===== config.mk =====
export PLATFORM = sky130hd
export DESIGN_NAME = prk_mul
export DESIGN_NICKNAME = d
export VERILOG_FILES = /design/src/hw/rtl/prk_pkg.sv /design/src/hw/rtl/prk_mul.sv
export SDC_FILE = /design/constraint.sdc
export NUM_CORES = 2
export LEC_CHECK = 0
export ABC_AREA = 1
export ABC_CLOCK_PERIOD_IN_PS = 10400
export BUFFER_PORTS_ARGS = -buffer_cell sky130_fd_sc_hd__buf_2
export CORE_ASPECT_RATIO = 0.8
export CORE_UTILIZATION = 40
export DETAILED_ROUTE_END_ITERATION = 12
export GPL_TIMING_DRIVEN = 0
export HOLD_SLACK_MARGIN = 0.06
export SLEW_MARGIN = 0
export SYNTH_ARGS = -nofsm -noshare
export SYNTH_HDL_FRONTEND = slang
export SYNTH_SLANG_ARGS = --single-unit

===== constraint.sdc =====
create_clock -name clk -period 10.4 [get_ports clk]
set_input_delay 2.08 -clock clk [delete_from_list [all_inputs] [get_ports clk]]
set_output_delay 2.08 -clock clk [all_outputs]
set_load 0.02 [all_outputs]

===== src/hw/rtl/prk_pkg.sv =====
// ----------------------------------------------------------------------------
// prk_pkg: shared types and constants of the pendulum RK step block
// Channel payloads, register indexes, method and sequencer codes, and the
// saturation and stage-plan helpers used by the datapath.
// ----------------------------------------------------------------------------
package prk_pkg;

  // Field widths
  localparam int unsigned STATE_W = 32;
  localparam int unsigned TIME_W  = 48;
  localparam int unsigned DT_W    = 25;
  localparam int unsigned STIFF_W = 31;
  localparam int unsigned WIDE_W  = 41;   // headroom for sums before saturation
  localparam int unsigned PROD_W  = 64;
  localparam int unsigned ACC_W   = 62;

  // Channel payloads
  typedef struct packed {
    logic                      operation;
    logic signed [STATE_W-1:0] init_angle;
    logic signed [STATE_W-1:0] init_rate;
  } prk_in_t;

  typedef struct packed {
    logic signed [STATE_W-1:0] angle;
    logic signed [STATE_W-1:0] rate;
    logic [TIME_W-1:0]         elapsed_time;
  } prk_out_t;

  typedef struct packed {
    logic [1:0]         reg_idx;
    logic [STIFF_W-1:0] wr_data;
  } prk_cfg_t;

  // Register indexes
  localparam logic [1:0] CFG_STEP_SIZE = 2'd0;
  localparam logic [1:0] CFG_STIFFNESS = 2'd1;
  localparam logic [1:0] CFG_METHOD    = 2'd2;

  // Register reset values
  localparam logic [DT_W-1:0]    STEP_SIZE_RST = 25'd1677722;
  localparam logic [STIFF_W-1:0] STIFFNESS_RST = 31'd164584489;
  localparam logic [1:0]         METHOD_RST    = 2'd2;

  // Method codes; any other code runs classic RK4
  localparam logic [1:0] METHOD_EULER = 2'd0;
  localparam logic [1:0] METHOD_MID   = 2'd1;

  // Operations
  localparam logic OP_LOAD    = 1'b0;
  localparam logic OP_ADVANCE = 1'b1;

  // Sequencer phase within one stage: derivative, angle product, rate product
  localparam logic [1:0] PH_DERIV = 2'd0;
  localparam logic [1:0] PH_ANGLE = 2'd1;
  localparam logic [1:0] PH_RATE  = 2'd2;

  // How a stage product updates the state
  localparam logic [1:0] UPD_NONE  = 2'd0;
  localparam logic [1:0] UPD_HALF  = 2'd1;
  localparam logic [1:0] UPD_FULL  = 2'd2;
  localparam logic [1:0] UPD_FINAL = 2'd3;

  // Weight of a stage product in the RK4 sum
  localparam logic [1:0] W_NONE = 2'd0;
  localparam logic [1:0] W_ONE  = 2'd1;
  localparam logic [1:0] W_TWO  = 2'd2;

  typedef struct packed {
    logic [1:0] upd;
    logic [1:0] weight;
    logic       last;
  } plan_t;

  // Writeback tag that travels with the product register
  typedef struct packed {
    logic       valid;
    logic [1:0] phase;
    logic [1:0] upd;
    logic [1:0] weight;
  } wb_t;

  // Rounding constants (half of 2^24, half of 2^25, half of 6 * 2^24)
  localparam logic signed [PROD_W-1:0] RND24   = 64'sd8388608;
  localparam logic signed [PROD_W-1:0] RND25   = 64'sd16777216;
  localparam logic signed [ACC_W-1:0]  RND_SIX = 62'sd50331648;

  // Divide-by-three unit: one byte digit per cycle
  localparam int unsigned DIV_W       = 40;
  localparam int unsigned DIV_DIGIT_W = 8;
  localparam int unsigned DIV_DIGITS  = DIV_W / DIV_DIGIT_W;
  localparam int unsigned DIV_CNT_W   = 3;
  localparam logic [9:0]  DIV3_RECIP  = 10'd683;   // ceil(2^11 / 3)
  localparam int unsigned DIV3_SHIFT  = 11;
  // Bias that keeps the dividend positive, and its quotient
  localparam logic [DIV_W-1:0] DIV_OFFSET  = 40'h30_0000_0000;
  localparam logic [DIV_W-1:0] QUOT_OFFSET = 40'h10_0000_0000;

  localparam logic [TIME_W-1:0] TIME_MAX = '1;

  // Clamp a wide signed value to the 32-bit signed range
  function automatic logic signed [STATE_W-1:0] sat32(input logic signed [WIDE_W-1:0] v);
    logic signed [STATE_W-1:0] res;
    if (v > 41'sd2147483647) begin
      res = 32'sh7fff_ffff;
    end else if (v < -41'sd2147483648) begin
      res = 32'sh8000_0000;
    end else begin
      res = v[STATE_W-1:0];
    end
    return res;
  endfunction

  // Per-stage update plan of each method
  function automatic plan_t stage_plan(input logic [1:0] method, input logic [1:0] stage);
    plan_t p;
    p.upd    = UPD_NONE;
    p.weight = W_NONE;
    p.last   = 1'b0;
    case (method)
      METHOD_EULER: begin
        p.upd  = UPD_FINAL;
        p.last = 1'b1;
      end
      METHOD_MID: begin
        if (stage == 2'd0) begin
          p.upd = UPD_HALF;
        end else begin
          p.upd  = UPD_FINAL;
          p.last = 1'b1;
        end
      end
      default: begin
        case (stage)
          2'd0: begin
            p.upd    = UPD_HALF;
            p.weight = W_ONE;
          end
          2'd1: begin
            p.upd    = UPD_HALF;
            p.weight = W_TWO;
          end
          2'd2: begin
            p.upd    = UPD_FULL;
            p.weight = W_TWO;
          end
          default: begin
            p.upd    = UPD_NONE;
            p.weight = W_ONE;
            p.last   = 1'b1;
          end
        endcase
      end
    endcase
    return p;
  endfunction

endpackage


===== src/hw/rtl/prk_mul.sv =====
// ----------------------------------------------------------------------------
// prk_mul: shared signed multiplier
// 32 x 32 signed product, registered; one product per cycle when enabled.
// ----------------------------------------------------------------------------
module prk_mul (
  input  logic                                  clk,
  input  logic                                  en,
  input  logic signed [prk_pkg::STATE_W-1:0]    op_a,
  input  logic signed [prk_pkg::STATE_W-1:0]    op_b,
  output logic signed [prk_pkg::PROD_W-1:0]     prod
);

  logic signed [prk_pkg::PROD_W-1:0] prod_r;
  logic signed [prk_pkg::PROD_W-1:0] prod_nxt;

  // Form the full-width product
  assign prod_nxt = 64'(op_a) * 64'(op_b);

  // Hold the product for the writeback cycle
  always_ff @(posedge clk) begin
    if (en) begin
      prod_r <= prod_nxt;
    end
  end

  assign prod = prod_r;

endmodule


==> results.json <==
{
  "fmaxAchievable_mhz": 98.4,
  "cp_slowest_stage_delay_ps": 1140,
  "worst_ep_arrival_time_ps": 10230,
  "slew_violations": 11,
  "fin_crit_sh_pct": 97.7,
  "drtPass1Iterations": 6,
  "netlist_area_sq_um": 40500,
  "place_hpwl_um": 135000,
  "cts_htree_levels": 3,
  "grt_start_max_net_pins": 65,
  "fp.dieW_um": 358,
  "max_cap_viol_count": 1,
  "wirelength_um": 158000,
  "numClockSinks": 64,
  "layout.nets": 6520,
  "cts.clk_slew.worst_paths_ps": 50,
  "ys_async_sr_fraction_pct": 0,
  "path_class": "input port to flop",
  "cts_buffer_depth": 2,
  "grtUsageTotal_pct": 31.8,
  "ant_nets": 0,
  "slew-limit-headroom_pct": -0.901,
  "endpoint_kind": "flop",
  "status": "complete, but fails checks",
  "core_sq_um": 99500,
  "synth_seq_area_share_pct": 4.75,
  "gp_congestion": 1.05,
  "boundaryPins": 130,
  "place_inst": 6487,
  "fin_cells": 6505,
  "syn2layout_area_growth_pct": 6.53,
  "crit_top_cell": "fa_1",
  "synth_warnings": 0,
  "setup_violations": 0,
  "cts_tree": "yes",
  "ys_seq_elements": 64,
  "tightest_slew_ps": 1510,
  "required_ps": 10470,
  "antenna_found_initial": 4,
  "syn_inst": 5046,
  "via_count": 32815,
  "wl_per_cell_um": 24.2,
  "cp-start-kind": "input port",
  "cp_max_fo": 10,
  "critPathTopFamily": "adder cells",
  "fin_ws_ps": 239,
  "drive_above_1_share_pct": 3.74,
  "worstHoldPathType": "input port to flop",
  "critical_path.cell_chain": "buf_2 -> clkbuf_1 -> nand2_1 -> inv_1 -> fa_1 -> fa_1 -> inv_1 -> fa_1 -> fa_1 -> inv_1 -> fa_1 -> fa_1 -> fa_1 -> inv_1 -> fa_1 -> inv_1 -> ha_1 -> nand2_1 -> nor2_1 -> nand2_1 -> nor2_1 -> nand3_1 -> nand4_1 -> nand2_1",
  "root_buffer": "clkbuf_16",
  "synth-edff-count": 64,
  "min_period_ps": 10160,
  "cts_buffers": 9,
  "post-route-util_pct": 43.4,
  "syn_area_per_cell_sq_um": 8.03,
  "synthesis.nets": 6378,
  "portBuffers": 129,
  "rows": 103,
  "post-place-ws_ps": -575,
  "drt-initial-drc-count": 3668,
  "synth.distinct_cells": 32,
  "start_util_pct": 40.7,
  "worst-path-buf-inv": 7,
  "rsz0062_at_grt": "no",
  "grt_pass1_vias": 34525,
  "violations": "max-capacitance violations, max-slew violations",
  "die_y_um": 287,
  "hold_violations": 0,
  "largest_reg_flops": 64,
  "synth_ff_type": "edfxtp_1",
  "vias_per_cell": 5.04,
  "dieArea_sq_um": 103000,
  "drc": 0,
  "cp_slowest_cell": "clkbuf_1",
  "grt-ovfl-total": 0,
  "ctsHoldBuffers": 0,
  "grt_pass1_wl_um": 231000
}
[worst paths after layout]
path / from / endpoint / depth (start not counted)
worst max-delay path: op_b[13] / prod[46] / 24
worst min-delay path: op_b[1] / prod[1] / 4
[per-layer routing]
layer	up-vias	share of wire, %	GRT usage (%)
li1	14120	-	-
met1	16623	41	45.3
met2	1810	41	46.0
met3	262	14	9.87
met4	0	4.1	10.4
met5	-	0	0
[synth_stat cells (20+ instances only)]
library cell | n | area (sq um)
a21oi_1 | 67 | 335
nand2_1 | 1444 | 5420
clkbuf_1 | 192 | 721
ha_1 | 184 | 2300
fa_1 | 1082 | 21700
nor2_1 | 139 | 522
o21ai_0 | 20 | 100
nand4_1 | 20 | 125
inv_1 | 1659 | 6230
nand3_1 | 69 | 345
edfxtp_1 | 64 | 1920
xor2_1 | 30 | 263
[timing repair]
action	4_1_cts	5_1_grt
setup buffers	0	4
setup endpoints to repair	10	15
cloned	0	0
resized for setup	3	14
[metrics by stage]
| step | instance area (sq um) | setup TNS [ps] | hold slack, ps |
|---|---|---|---|
| after floorplan | 40500 | 0 | 2190 |
| after detailed placement | 42800 | -6160 | 2520 |
| after global placement | 42800 | -5820 | 2520 |
| after global routing | 43100 | 0 | 2300 |
| after CTS | 43100 | 0 | 2260 |
| final | 43100 | 0 | 2280 |
[cell families (layout without fill, tap and decap cells)]
kind of cell | count (synthesis) | in the layout | synth area share [%]
flops | 64 | 64 | 4.75
fa+ha+maj | 1266 | 1266 | 59.2
buf+inv | 1851 | 1997 | 17.2
other cells | 0 | 1 | 0
simple gates | 1725 | 1725 | 16.8
compound gates | 104 | 104 | 1.38
xor+xnor | 36 | 36 | 0.779
[final cells by class]
class                      instances  area (sq um)
clock buffer                      10           229
timing repair buffer             134           693
clock inverter                     5          72.6
antenna                            1          2.50
multi-input combinational       3131         31600
tap                             1312          1640
sequential                        64          1920
buffer                           189           717
fill                           10309         56400
inverter                        1659          6230
[layout by cell type (no fill, tap or decap), types with 4 or more instances in the layout]
| master | count |
|---|---|
| nor3_1 | 7 |
| inv_1 | 1658 |
| nand3_1 | 69 |
| xor2_1 | 30 |
| o21bai_1 | 9 |
| edfxtp_1 | 64 |
| nor2_2 | 11 |
| nand4_1 | 20 |
| buf_2 | 128 |
| clkbuf_16 | 9 |
| xnor2_1 | 6 |
| ha_1 | 184 |
| clkbuf_2 | 6 |
| o21ai_0 | 20 |
| a21oi_1 | 67 |
| nor4_1 | 4 |
| nor2_1 | 139 |
| or2_2 | 8 |
| clkbuf_1 | 184 |
| nand2_1 | 1444 |
| fa_1 | 1080 |
| buf_4 | 5 |
| nand3_2 | 7 |
| nand2_2 | 8 |
Power is not shown: default switching activity piles up to over one toggle a cycle in this logic, so the estimate is an artifact.
