==> src/hw/rtl/prk_pkg.sv <==
// ----------------------------------------------------------------------------
// prk_pkg: shared types and constants of the pendulum RK step block
// Channel payloads, register indexes, method and sequencer codes, and the
// saturation and stage-plan helpers used by the datapath.
// ----------------------------------------------------------------------------
package prk_pkg;

  // Field widths
  localparam int unsigned STATE_W = 32;
  localparam int unsigned TIME_W  = 48;
  localparam int unsigned DT_W    = 25;
  localparam int unsigned STIFF_W = 31;
  localparam int unsigned WIDE_W  = 41;   // headroom for sums before saturation
  localparam int unsigned PROD_W  = 64;
  localparam int unsigned ACC_W   = 62;

  // Channel payloads
  typedef struct packed {
    logic                      operation;
    logic signed [STATE_W-1:0] init_angle;
    logic signed [STATE_W-1:0] init_rate;
  } prk_in_t;

  typedef struct packed {
    logic signed [STATE_W-1:0] angle;
    logic signed [STATE_W-1:0] rate;
    logic [TIME_W-1:0]         elapsed_time;
  } prk_out_t;

  typedef struct packed {
    logic [1:0]         reg_idx;
    logic [STIFF_W-1:0] wr_data;
  } prk_cfg_t;

  // Register indexes
  localparam logic [1:0] CFG_STEP_SIZE = 2'd0;
  localparam logic [1:0] CFG_STIFFNESS = 2'd1;
  localparam logic [1:0] CFG_METHOD    = 2'd2;

  // Register reset values
  localparam logic [DT_W-1:0]    STEP_SIZE_RST = 25'd1677722;
  localparam logic [STIFF_W-1:0] STIFFNESS_RST = 31'd164584489;
  localparam logic [1:0]         METHOD_RST    = 2'd2;

  // Method codes; any other code runs classic RK4
  localparam logic [1:0] METHOD_EULER = 2'd0;
  localparam logic [1:0] METHOD_MID   = 2'd1;

  // Operations
  localparam logic OP_LOAD    = 1'b0;
  localparam logic OP_ADVANCE = 1'b1;

  // Sequencer phase within one stage: derivative, angle product, rate product
  localparam logic [1:0] PH_DERIV = 2'd0;
  localparam logic [1:0] PH_ANGLE = 2'd1;
  localparam logic [1:0] PH_RATE  = 2'd2;

  // How a stage product updates the state
  localparam logic [1:0] UPD_NONE  = 2'd0;
  localparam logic [1:0] UPD_HALF  = 2'd1;
  localparam logic [1:0] UPD_FULL  = 2'd2;
  localparam logic [1:0] UPD_FINAL = 2'd3;

  // Weight of a stage product in the RK4 sum
  localparam logic [1:0] W_NONE = 2'd0;
  localparam logic [1:0] W_ONE  = 2'd1;
  localparam logic [1:0] W_TWO  = 2'd2;

  typedef struct packed {
    logic [1:0] upd;
    logic [1:0] weight;
    logic       last;
  } plan_t;

  // Writeback tag that travels with the product register
  typedef struct packed {
    logic       valid;
    logic [1:0] phase;
    logic [1:0] upd;
    logic [1:0] weight;
  } wb_t;

  // Rounding constants (half of 2^24, half of 2^25, half of 6 * 2^24)
  localparam logic signed [PROD_W-1:0] RND24   = 64'sd8388608;
  localparam logic signed [PROD_W-1:0] RND25   = 64'sd16777216;
  localparam logic signed [ACC_W-1:0]  RND_SIX = 62'sd50331648;

  // Divide-by-three unit: one byte digit per cycle
  localparam int unsigned DIV_W       = 40;
  localparam int unsigned DIV_DIGIT_W = 8;
  localparam int unsigned DIV_DIGITS  = DIV_W / DIV_DIGIT_W;
  localparam int unsigned DIV_CNT_W   = 3;
  localparam logic [9:0]  DIV3_RECIP  = 10'd683;   // ceil(2^11 / 3)
  localparam int unsigned DIV3_SHIFT  = 11;
  // Bias that keeps the dividend positive, and its quotient
  localparam logic [DIV_W-1:0] DIV_OFFSET  = 40'h30_0000_0000;
  localparam logic [DIV_W-1:0] QUOT_OFFSET = 40'h10_0000_0000;

  localparam logic [TIME_W-1:0] TIME_MAX = '1;

  // Clamp a wide signed value to the 32-bit signed range
  function automatic logic signed [STATE_W-1:0] sat32(input logic signed [WIDE_W-1:0] v);
    logic signed [STATE_W-1:0] res;
    if (v > 41'sd2147483647) begin
      res = 32'sh7fff_ffff;
    end else if (v < -41'sd2147483648) begin
      res = 32'sh8000_0000;
    end else begin
      res = v[STATE_W-1:0];
    end
    return res;
  endfunction

  // Per-stage update plan of each method
  function automatic plan_t stage_plan(input logic [1:0] method, input logic [1:0] stage);
    plan_t p;
    p.upd    = UPD_NONE;
    p.weight = W_NONE;
    p.last   = 1'b0;
    case (method)
      METHOD_EULER: begin
        p.upd  = UPD_FINAL;
        p.last = 1'b1;
      end
      METHOD_MID: begin
        if (stage == 2'd0) begin
          p.upd = UPD_HALF;
        end else begin
          p.upd  = UPD_FINAL;
          p.last = 1'b1;
        end
      end
      default: begin
        case (stage)
          2'd0: begin
            p.upd    = UPD_HALF;
            p.weight = W_ONE;
          end
          2'd1: begin
            p.upd    = UPD_HALF;
            p.weight = W_TWO;
          end
          2'd2: begin
            p.upd    = UPD_FULL;
            p.weight = W_TWO;
          end
          default: begin
            p.upd    = UPD_NONE;
            p.weight = W_ONE;
            p.last   = 1'b1;
          end
        endcase
      end
    endcase
    return p;
  endfunction

endpackage

==> src/hw/rtl/prk_div3.sv <==
// ----------------------------------------------------------------------------
// prk_div3: digit-serial divide by three
// Divides an unsigned 40-bit value by 3, one byte digit per cycle, MSB first.
// ----------------------------------------------------------------------------
module prk_div3 (
  input  logic                          clk,
  input  logic                          rst_n,
  input  logic                          start,
  input  logic [prk_pkg::DIV_W-1:0]     dividend,
  output logic                          done,
  output logic [prk_pkg::DIV_W-1:0]     quot
);

  localparam int unsigned DW = prk_pkg::DIV_DIGIT_W;

  logic                         run_r,  run_nxt;
  logic                         done_r, done_nxt;
  logic [prk_pkg::DIV_CNT_W-1:0] cnt_r, cnt_nxt;
  logic [prk_pkg::DIV_W-1:0]    dvd_r,  dvd_nxt;
  logic [prk_pkg::DIV_W-1:0]    quot_r, quot_nxt;
  logic [1:0]                   rem_r,  rem_nxt;

  logic [DW+1:0]  part;
  logic [19:0]    scaled;
  logic [DW-1:0]  qd;
  logic [DW+1:0]  rem_full;
  logic           last_digit;

  // Divide one partial remainder by 3 through a reciprocal multiply
  assign part     = {rem_r, dvd_r[prk_pkg::DIV_W-1 -: DW]};
  assign scaled   = 20'(part) * 20'(prk_pkg::DIV3_RECIP);
  assign qd       = scaled[prk_pkg::DIV3_SHIFT +: DW];
  assign rem_full = part - 10'(10'(qd) * 10'd3);
  assign last_digit = (cnt_r == prk_pkg::DIV_CNT_W'(prk_pkg::DIV_DIGITS - 1));

  // Advance one digit per cycle
  always_comb begin
    run_nxt  = run_r;
    done_nxt = 1'b0;
    cnt_nxt  = cnt_r;
    dvd_nxt  = dvd_r;
    quot_nxt = quot_r;
    rem_nxt  = rem_r;
    if (start) begin
      run_nxt = 1'b1;
      cnt_nxt = '0;
      dvd_nxt = dividend;
      rem_nxt = '0;
    end else if (run_r) begin
      quot_nxt = {quot_r[prk_pkg::DIV_W-DW-1:0], qd};
      dvd_nxt  = {dvd_r[prk_pkg::DIV_W-DW-1:0], DW'(0)};
      rem_nxt  = rem_full[1:0];
      cnt_nxt  = cnt_r + 1'b1;
      if (last_digit) begin
        run_nxt  = 1'b0;
        done_nxt = 1'b1;
      end
    end
  end

  always_ff @(posedge clk) begin
    if (!rst_n) begin
      run_r  <= 1'b0;
      done_r <= 1'b0;
    end else begin
      run_r  <= run_nxt;
      done_r <= done_nxt;
    end
  end

  always_ff @(posedge clk) begin
    cnt_r  <= cnt_nxt;
    dvd_r  <= dvd_nxt;
    quot_r <= quot_nxt;
    rem_r  <= rem_nxt;
  end

  assign done = done_r;
  assign quot = quot_r;

endmodule

==> config.mk <==
export PLATFORM = sky130hd
export DESIGN_NAME = prk_div3
export DESIGN_NICKNAME = d
export VERILOG_FILES = /design/src/hw/rtl/prk_pkg.sv /design/src/hw/rtl/prk_div3.sv
export SDC_FILE = /design/constraint.sdc
export NUM_CORES = 1
export LEC_CHECK = 0
export ABC_AREA = 1
export BUFFER_PORTS_ARGS = -buffer_cell sky130_fd_sc_hd__buf_2
export CAP_MARGIN = 20
export CORE_ASPECT_RATIO = 0.8
export CORE_MARGIN = 2
export CORE_UTILIZATION = 53
export DETAILED_ROUTE_END_ITERATION = 16
export GPL_ROUTABILITY_DRIVEN = 0
export PLACE_DENSITY = 0.75
export SYNTH_ARGS = -nofsm -noshare
export SYNTH_HDL_FRONTEND = slang
export SYNTH_SLANG_ARGS = --single-unit
==> constraint.sdc <==
create_clock -name clk -period 5.7 [get_ports clk]
set_clock_uncertainty 0.1 [all_clocks]
set_input_delay 0.285 -clock clk [delete_from_list [all_inputs] [get_ports clk]]
set_output_delay 0.285 -clock clk [all_outputs]
set_load 0.02 [all_outputs]
==> run_results.csv, run 1 <==
group,metric,value,unit
global_routing,grt_max_degree,44,
timing,grt_setup_unrepaired,"false",
critical_path,reg2reg_depth,22,
synth,yosys-mux-area-fraction,0,%
timing,slew_violations,0,
critical_path,cp_data_arrival_time,4490,ps
timing,tns,0,ps
synth,ys_types,25,
detailed_routing,ant_nets,0,
clocking,cts_tree,"built",
clocking,cts_max_level,3,
cells_and_area,seq_area,0.00254,mm²
synth,synth_adder_area_share,22.9,%
cells_and_area,nNetsFinal,710,
detailed_routing,drt_iter0_markers,220,
place,dp_hpwl,7500,µm
global_routing,grt_overflow,0,
synth,synthSimpleGateAreaFrac,16.3,%
synth,synth-seq-cells,87,
floorplanning,die_x,114,µm
cells_and_area,fillers,759,
pwr,power_density,525,mW/mm²
pwr,max-vdd-ir-drop,0.341,mV
global_routing,antenna_found_initial,0,
status,status,"complete, no violations",
detailed_routing,via_count,3532,
clocking,insertion_delay,340,ps
critical_path,crit_fanout,4,
synth,syn_nets,622,
critical_path,worst-r2r-setup-slack,1200,ps
timing,slew_headroom,37.3,%
detailed_routing,finalWirelength,9720,µm
cells_and_area,area_growth,17.6,%
synth,synth_top_family_by_area,"adder cells",
worst_hold_path,min-delay-start,"rst_n",
floorplanning,die_area,0.0104,mm²
critical_path,crit_slowest_cell,"fa_1",
global_routing,grt_pass1_wl,15600,µm
critical_path,start_kind,"register",
synth,synthXorXnorAreaFrac,1.37,%
synth,syn_avg_cell_area,10.3,µm²
timing,tightest_slew,934,ps
pwr,power.leakage,0.00308,µW
synth,syn_inst,498,
synth,ys_top_cells_by_area,"edfxtp_1 47%, ha_1 15%, nand2_1 12%, fa_1 8.2%, inv_1 6.1%",
floorplanning,ios,84,
clocking,path_clk_slew,70,ps
timing,fmax,222,MHz
clocking,cts.sinks,87,
floorplanning,rows,32,
timing,finalSetupViolCount,0,
critical_path,cp.depth,22,
detailed_routing,dr.pass1.iters,4,
synth,yosys.area.top_type,"edfxtp_1",
cells_and_area,drive_gt1_share,19.3,%
timing,period_minus_slack,4500,ps
clocking,clockBufferDepth,2,
run,maxCapViolations,0,
clocking,hold_buffers,0,
synth,syn_area,0.00511,mm²
critical_path,worst_r2r_endpoint,"quot[5]",
clocking,cts.repair.resized,0,
cells_and_area,diodes,0,
clocking,cts_setup_buffers,0,
timing,timing.hold.ws,97.3,ps
floorplanning,core,0.00949,mm²
critical_path,crit_chain,"ha_1 > ha_1 > inv_1 > fa_1 > inv_1 > fa_1 > inv_1 > fa_1 > inv_1 > ha_1 > nand2_1 > inv_1 > nand2_2 > inv_1 > nand2_1 > nand3_2 > nand3_2 > nand2_2 > nand2_1 > nand2_1 > nand2_1 > nand2_1",
synth,ys_seq_area_share,49.8,%
floorplanning,die_h,91.8,µm
critical_path,cp_data_required_time,5690,ps
global_routing,track_usage,19.2,%
timing,period_share,78.9,%
cells_and_area,multi_input_area,0.00222,mm²
critical_path,worstSetupPathType,"reg2reg",
detailed_routing,avgRoutedWirePerCell,13.7,µm
floorplanning,start_util,53.8,%
clocking,cts-root-buf,"clkbuf_16",
global_routing,grt_pass1_vias,3431,
worst_hold_path,hold_depth,3,
critical_path,worstSetupEndpointType,"register",
synth,synth-compound-area-share,2.74,%
clocking,cts_buffers,9,
critical_path,crit_start,"dvd_r[37]",
timing,hold_viol_final,0,
synth,yosys_warnings,0,
worst_hold_path,worstHoldPathType,"in2reg",
critical_path,crit_path_max_incr_delay,540,ps
detailed_routing,vias_per_cell,4.97,
critical_path,cp_top_family,"adder cells",
critical_path,timing.rr.start,"dvd_r[37]",
critical_path,cp.buffers_inverters,6,
place,portBuffers,83,
detailed_routing,drc,0,
worst_hold_path,hold-path-endpoint,"run_r",
synth,synth_top_area_share,47.0,%
## worst reg2reg max path: stages (launching register included)
cell	delay, ps
edfxtp_1	490
ha_1	370
ha_1	300
inv_1	60
fa_1	540
inv_1	60
fa_1	510
inv_1	60
fa_1	510
inv_1	50
ha_1	320
nand2_1	80
inv_1	50
nand2_2	60
inv_1	40
nand2_1	110
nand3_2	120
nand3_2	90
nand2_2	70
nand2_1	90
nand2_1	50
nand2_1	70
nand2_1	50
## worst max path at each step
stage	endpoint	slack, ps
floorplan	quot[5]	1540
global placement	quot[7]	1370
detailed placement	quot[5]	1250
CTS	quot[5]	1220
global route	quot[5]	970
finish	quot[5]	1200
## report_power, final
part,internal (µW),switching (µW),total (µW)
clock network,390,249,639
registers,829,41.3,870
logic,613,1030,1640
## layer usage
layer / vias up / share of wire [%] / global-route usage [%]
li1: 1780 / - / -
met1: 1634 / 44 / 23.8
met2: 108 / 48 / 32.9
met3: 10 / 6.3 / 5.55
met4: 0 / 1.4 / 5.39
met5: - / 0 / 0
## cell usage after synthesis (all sizes together)
cell type and count:
dfxtp 7, ha 60, nor2 12, o22ai 1
o21ai 4, xor2 5, clkinv 1, a21oi 16
inv 84, a21boi 1, edfxtp 80, and2 1
clkbuf 8, nand3 13, nor3 2, nand4 5
fa 21, nand2 171, xnor2 3, o21bai 3
## stage by stage
stage	total power, µW	setup slack, ps	cell area, µm²	util [%]	std cells
floorplan	2120	1540	5110	-	498
global placement	2450	1370	5660	59.6	693
detailed placement	2510	1250	5660	59.6	693
CTS	3160	1220	5980	63.1	709
global route	3410	975	6000	63.3	710
finish	3150	1200	6000	63.3	710
## logic make-up (layout without fill, tap and decap cells)
group | after synthesis | in the layout
DFF | 87 | 87
xor gates and xnor gates | 8 | 8
AOI/OAI and AO/OA | 25 | 25
and+or+nand+nor | 204 | 204
buffers and inverters | 93 | 186
adders and majority gates | 81 | 81
## cell usage in the layout, fill, tap and decap left out, drive strengths merged, types with 2 or more instances in the layout
master and instances:
nor3 2, ha 60, dfxtp 7, nand2 171, o21ai 4, nand4 5
fa 21, bufinv 2, clkinv 3, nor2 12, nand3 13, xor2 5
edfxtp 80, o21bai 3, xnor2 3, buf 85, clkbuf 9, a21oi 16
inv 87
## sequential cells by signal (all words and copies together) (netlist names)
name	flops
cnt_r	3
quot	40
rem_r	2
run_r	1
dvd_r	40
done	1
## final cells by class
| class | instances | area share [%] |
|---|---|---|
| Clock buffer | 9 | 3.75 |
| Clock inverter | 7 | 1.71 |
| Inverter | 85 | 5.31 |
| Multi-Input combinational cell | 318 | 37.0 |
| Sequential cell | 87 | 42.3 |
| Tap cell | 119 | 2.48 |
| Timing Repair Buffer | 85 | 7.38 |
No activity file was read; power rests on OpenSTA's default activity.
==> run 2, diff against run 1 <==
Settings changed: ABC_AREA 1 to 0, CORE_UTILIZATION 53 to 51, PLACE_DENSITY 0.75 to 0.76.
Clock period 5.7 ns to 3.8 ns, I/O delays scaled along.
==> run 2 against run 1 <==
- global-route usage down 0.29 points
- worst hold slack worse by 69 ps
- the flow now finishes with violations (setup timing)
- fmax down 5.3%
- routed wire length down 1.7%
- synthesized area down 5.9%
- setup slack worse by 2200 ps
==> run_results.csv, run 2 <==
group,metric,value,unit
status,status,"finished with violations",
status,violations,"setup timing",
floorplanning,die_x,113,µm
critical_path,worstSetupEndpointType,"register",
synth,async_flop_share,0,%
worst_hold_path,min-delay-start,"dividend[5]",
global_routing,use_met3,6.31,%
critical_path,worst-r2r-setup-slack,-950,ps
timing,slew_violations,0,
detailed_routing,dr.pass1.iters,7,
detailed_routing,via_count,3018,
cells_and_area,area_growth,32.1,%
cells_and_area,final_cells,585,
clocking,insertion_delay,340,ps
detailed_routing,drc,0,
clocking,path_clk_slew,60,ps
cells_and_area,nNetsFinal,590,
timing,slew_headroom,37.4,%
global_routing,track_usage,18.9,%
worst_hold_path,worstHoldPathType,"in2reg",
timing,tightest_slew,939,ps
global_routing,top_usage_layer,"met2",
cells_and_area,layout_common_cells,"83 x buf_2, 80 x edfxtp_1, 45 x inv_1",
synth,synth_commonest_cells,"80 x edfxtp_1, 60 x ha_1, 49 x inv_1",
cells_and_area,drive_gt1_share,46.4,%
synth,synth_top_area_share,50.0,%
critical_path,reg2reg_depth,15,
timing,fmax,211,MHz
place,dp.cells,556,
global_routing,grt_use_met2,30.3,%
detailed_routing,finalWirelength,9560,µm
synth,yosys_warnings,0,
synth,yosysMostFrequentCell,"edfxtp_1",
critical_path,crit_fanout,4,
global_routing,antenna_found_initial,0,
critical_path,worstSetupPathType,"reg2reg",
cells_and_area,diodes,0,
detailed_routing,drt_iter0_markers,154,
detailed_routing,avgRoutedWirePerCell,16.3,µm
floorplanning,die_h,90.8,µm
timing,period_minus_slack,4750,ps
worst_hold_path,hold_depth,2,
floorplanning,ios,84,
run,maxCapViolations,0,
clocking,cts_tree,"built",
synth,yosys.area.top_type,"edfxtp_1",
timing,hold_viol_final,0,
global_routing,grt_pass1_vias,3189,
synth,ys_seq_area_share,52.9,%
global_routing,use_met1,23.7,%
clocking,clockBufferDepth,2,
synth,syn_avg_cell_area,14.6,µm²
clocking,cts.sinks,87,
floorplanning,core,0.00911,mm²
global_routing,grt_pass1_wl,15000,µm
worst_hold_path,hold-path-endpoint,"dvd_r[5]",
floorplanning,rows,31,
place,portBuffers,83,
timing,finalSetupViolCount,10,
critical_path,timing.rr.start,"dvd_r[38]",
clocking,cts_max_level,3,
synth,synth-seq-cells,87,
place,dp_hpwl,6340,µm
synth,synth_top_flop_cell,"edfxtp_1",
floorplanning,die_area,0.0102,mm²
timing,grt_setup_unrepaired,"true",
detailed_routing,ant_nets,0,
clocking,cts_buffers,9,
cells_and_area,fin_util,69.7,%
synth,ys_types,33,
global_routing,grt_overflow,0,
synth,synth_edf_count,80,
synth,ys_top_cells_by_area,"edfxtp_1 50%, ha_1 16%, fa_1 8.7%, mux2_2 7.5%, inv_1 3.8%",
timing,period_share,125,%
critical_path,start_kind,"register",
critical_path,worst_r2r_endpoint,"rem_r[1]",
synth,syn_area,0.00481,mm²
synth,syn_inst,329,
critical_path,cp_data_required_time,3900,ps
clocking,cts-root-buf,"clkbuf_16",
synth,syn_nets,453,
timing,setup_ws,-946,ps
critical_path,cp_data_arrival_time,4850,ps
floorplanning,start_util,52.7,%
global_routing,grt_max_degree,48,
cells_and_area,final_common_cell,"buf_2",
timing,tns,-7010,ps
detailed_routing,vias_per_cell,5.16,
-- run 2: cell count changes in the layout (fill, tap and decap cells not counted), sizes merged, moves of 5 or more --
cell,delta
nand2,-167
buf,+46
inv,-37
mux2,+32
a21oi,-9
nand3,-9
and2,+7
xnor2,+7
nor2,-5
-- run 2: area by class of cell --
type	count	area (µm²)
Multi-Input combinational cell	187	2370
Tap cell	115	144
Fill cell	615	2770
Clock buffer	10	229
Sequential cell	87	2540
Timing Repair Buffer	132	821
Inverter	49	184
Clock inverter	5	58.8
-- run 2: logic make-up (layout without fill, tap and decap cells) --
| logic type | count (synthesis) | after routing | share of synthesized area, % |
|---|---|---|---|
| and+or+nand+nor | 30 | 30 | 3.33 |
| DFF | 87 | 87 | 52.9 |
| adders and majority gates | 81 | 81 | 24.4 |
| xor gates and xnor gates | 16 | 16 | 3.20 |
| AOI/OAI and AO/OA | 27 | 27 | 3.90 |
| muxes | 33 | 33 | 7.70 |
| buffers and inverters | 55 | 196 | 4.61 |
-- run 2: timing repair --
action / in CTS / in global routing
hold buffers: 1 / 0
setup endpoints to repair: 10 / 10
pin swaps: 24 / 1
buffers inserted: 11 / 1
resized for setup: 16 / 21
endpoints found under the hold margin: 1 / 0
-- run 2: critical path, stage by stage (launching register included) --
cell and delay [ps]:
edfxtp_1 510, ha_4 300, ha_4 250, fa_1 540, inv_1 50, fa_1 470, fa_1 530, inv_2 60
ha_4 300, nand3_1 100, nor2_2 150, a311oi_2 130, o21bai_1 270, xor2_1 310, xnor3_1 400, o2bb2ai_1 130
-- run 2: stage by stage --
stage / worst slack (ps) / area (µm²) / hold slack [ps]
after floorplan: -508 / 4910 / 218
after global placement: -759 / 5700 / 320
after detailed placement: -786 / 5700 / 326
after CTS: -659 / 6220 / 23.5
after global routing: -1050 / 6350 / 35.5
final: -946 / 6350 / 28.3
-- run 2: per-layer routing --
| layer | wire [µm] | up-vias |
|---|---|---|
| li1 | - | 1444 |
| met1 | 4180 | 1465 |
| met2 | 4600 | 87 |
| met3 | 559 | 22 |
| met4 | 221 | 0 |
| met5 | 0 | - |
-- run 2: worst max-delay path by stage --
stage	from	end	slack (ps)	depth (start not counted)
after CTS	dvd_r[38]	rem_r[1]	-660	15
after global routing	dvd_r[38]	rem_r[1]	-1050	15
after detailed placement	dvd_r[38]	rem_r[1]	-790	15
after global placement	dvd_r[38]	rem_r[1]	-760	15
after floorplan	dvd_r[39]	rem_r[1]	-510	17
final	dvd_r[38]	rem_r[1]	-950	15
Power of run 2 is not shown: default switching activity piles up to over one toggle a cycle in this logic, so the estimate is an artifact.
==> run 3, diff against run 2 <==
==> constraint.sdc (replaced) <==
create_clock -name clk -period 3.8 [get_ports clk]
set_clock_uncertainty 0.1 [all_clocks]
set_input_delay 0.38 -clock clk [delete_from_list [all_inputs] [get_ports clk]]
set_output_delay 0.38 -clock clk [all_outputs]
set_load 0.02 [all_outputs]
==> run 3 against run 2 <==
- the run still ends with setup timing left
- global-route usage decreased by 0.058 points
- die area is the same
- fmax hardly changed
- critical endpoint unchanged
- largest cell class unchanged
- highest routed layer unchanged
==> run_results.csv, run 3 (synthesized netlist as in run 2, its figures left out) <==
group,metric,value,unit
floorplanning,die_area,0.0102,mm²
critical_path,crit_slowest_cell,"fa_1",
floorplanning,die_x,113,µm
critical_path,cp_data_arrival_time,4840,ps
detailed_routing,vias_per_cell,5.18,
clocking,cts.sinks,87,
cells_and_area,diodes,0,
timing,fmax,211,MHz
detailed_routing,drc,0,
critical_path,worstSetupPathType,"reg2reg",
timing,slew_headroom,36.5,%
status,status,"finished with violations",
timing,setup_ws,-945,ps
timing,hold_viol_final,0,
global_routing,grt_pass1_wl,15000,µm
global_routing,grt_overflow,0,
floorplanning,ios,84,
floorplanning,core,0.00911,mm²
critical_path,crit_path_max_incr_delay,540,ps
critical_path,cp_top_family,"adder cells",
critical_path,start_kind,"register",
clocking,hold_buffers,0,
clocking,insertion_delay,340,ps
detailed_routing,finalWirelength,9530,µm
clocking,cts_max_level,3,
critical_path,crit_fanout,4,
place,portBuffers,83,
clocking,cts-root-buf,"clkbuf_16",
critical_path,cp.buffers_inverters,2,
critical_path,crit_chain,"ha_4 > ha_4 > fa_1 > inv_1 > fa_1 > fa_1 > inv_2 > ha_4 > nand3_1 > nor2_2 > a311oi_2 > o21bai_1 > xor2_1 > xnor3_1 > o2bb2ai_1",
clocking,cts_buffers,9,
floorplanning,rows,31,
global_routing,antenna_found_initial,0,
worst_hold_path,worstHoldPathType,"in2reg",
detailed_routing,avgRoutedWirePerCell,16.3,µm
timing,finalSetupViolCount,10,
cells_and_area,final_common_cell,"buf_2",
timing,period_share,125,%
timing,tightest_slew,952,ps
place,pre_cts_ws,-786,ps
cells_and_area,layout_common_cells,"83 x buf_2, 80 x edfxtp_1, 45 x inv_1",
floorplanning,die_h,90.8,µm
global_routing,grt_max_degree,48,
detailed_routing,via_count,3026,
detailed_routing,dr.pass1.iters,6,
clocking,cts_tree,"built",
timing,grt_setup_unrepaired,"true",
timing,period_minus_slack,4750,ps
cells_and_area,drive_gt1_share,46.5,%
floorplanning,start_util,52.7,%
cells_and_area,nNetsFinal,589,
global_routing,grt_pass1_vias,3177,
run,maxCapViolations,0,
global_routing,track_usage,18.8,%
clocking,clockBufferDepth,2,
place,dp_hpwl,6340,µm
detailed_routing,drt_iter0_markers,140,
timing,slew_violations,0,
critical_path,cp_data_required_time,3900,ps
status,violations,"setup timing",
cells_and_area,area_growth,31.9,%
critical_path,worstSetupEndpointType,"register",
clocking,path_clk_slew,60,ps
detailed_routing,ant_nets,0,
-- run 3: per-stage QoR --
stage | hold slack, ps | instance area, µm² | utilization, % | TNS (ps) | cells
floorplan | 387 | 4910 | - | -2730 | 329
global placement | 325 | 5700 | 62.6 | -5370 | 556
detailed placement | 326 | 5700 | 62.6 | -5770 | 556
CTS | 160 | 6210 | 68.1 | -5340 | 582
global route | 185 | 6340 | 69.5 | -8000 | 584
finish | 174 | 6340 | 69.5 | -7060 | 584
-- run 3: timing repair --
action	4_1_cts	5_1_grt
cloned	0	0
gates resized for setup	16	21
hold endpoints to repair	0	0
endpoints found under the setup margin	10	10
pin swaps	24	1
buffers inserted	11	1
-- run 3: path summary, 6_finish.rpt --
check	start	endpoint	slack (ps)	cells past startpoint
setup / recovery	dvd_r[38]	rem_r[1]	-950	15
hold / removal	rst_n	run_r	170	2
setup reg to reg	dvd_r[38]	rem_r[1]	-950	15
hold reg to reg	quot[29]	quot[37]	340	0
-- run 3: worst reg2reg max path, cell delays in order (launching register included) --
cell and delay, ps:
edfxtp_1 510, ha_4 300, ha_4 250, fa_1 540
inv_1 50, fa_1 470, fa_1 540, inv_2 60
ha_4 300, nand3_1 100, nor2_2 150, a311oi_2 130
o21bai_1 260, xor2_1 310, xnor3_1 400, o2bb2ai_1 130
-- run 3: per-layer routing --
metal  GRT usage [%]  wire [µm]
met2            30.1       4560
met5               0          0
met4            7.52        221
met1            23.7       4160
met3            6.31        591
-- run 3: final cells by class --
type,instances,area [µm²]
timing repair buffer,131,811
inverter,49,184
sequential,87,2540
tap,115,144
clock buffer,10,229
multi-input combinational,187,2370
fill,616,2780
clock inverter,5,58.8
Power of run 3 is left out for the same reason.
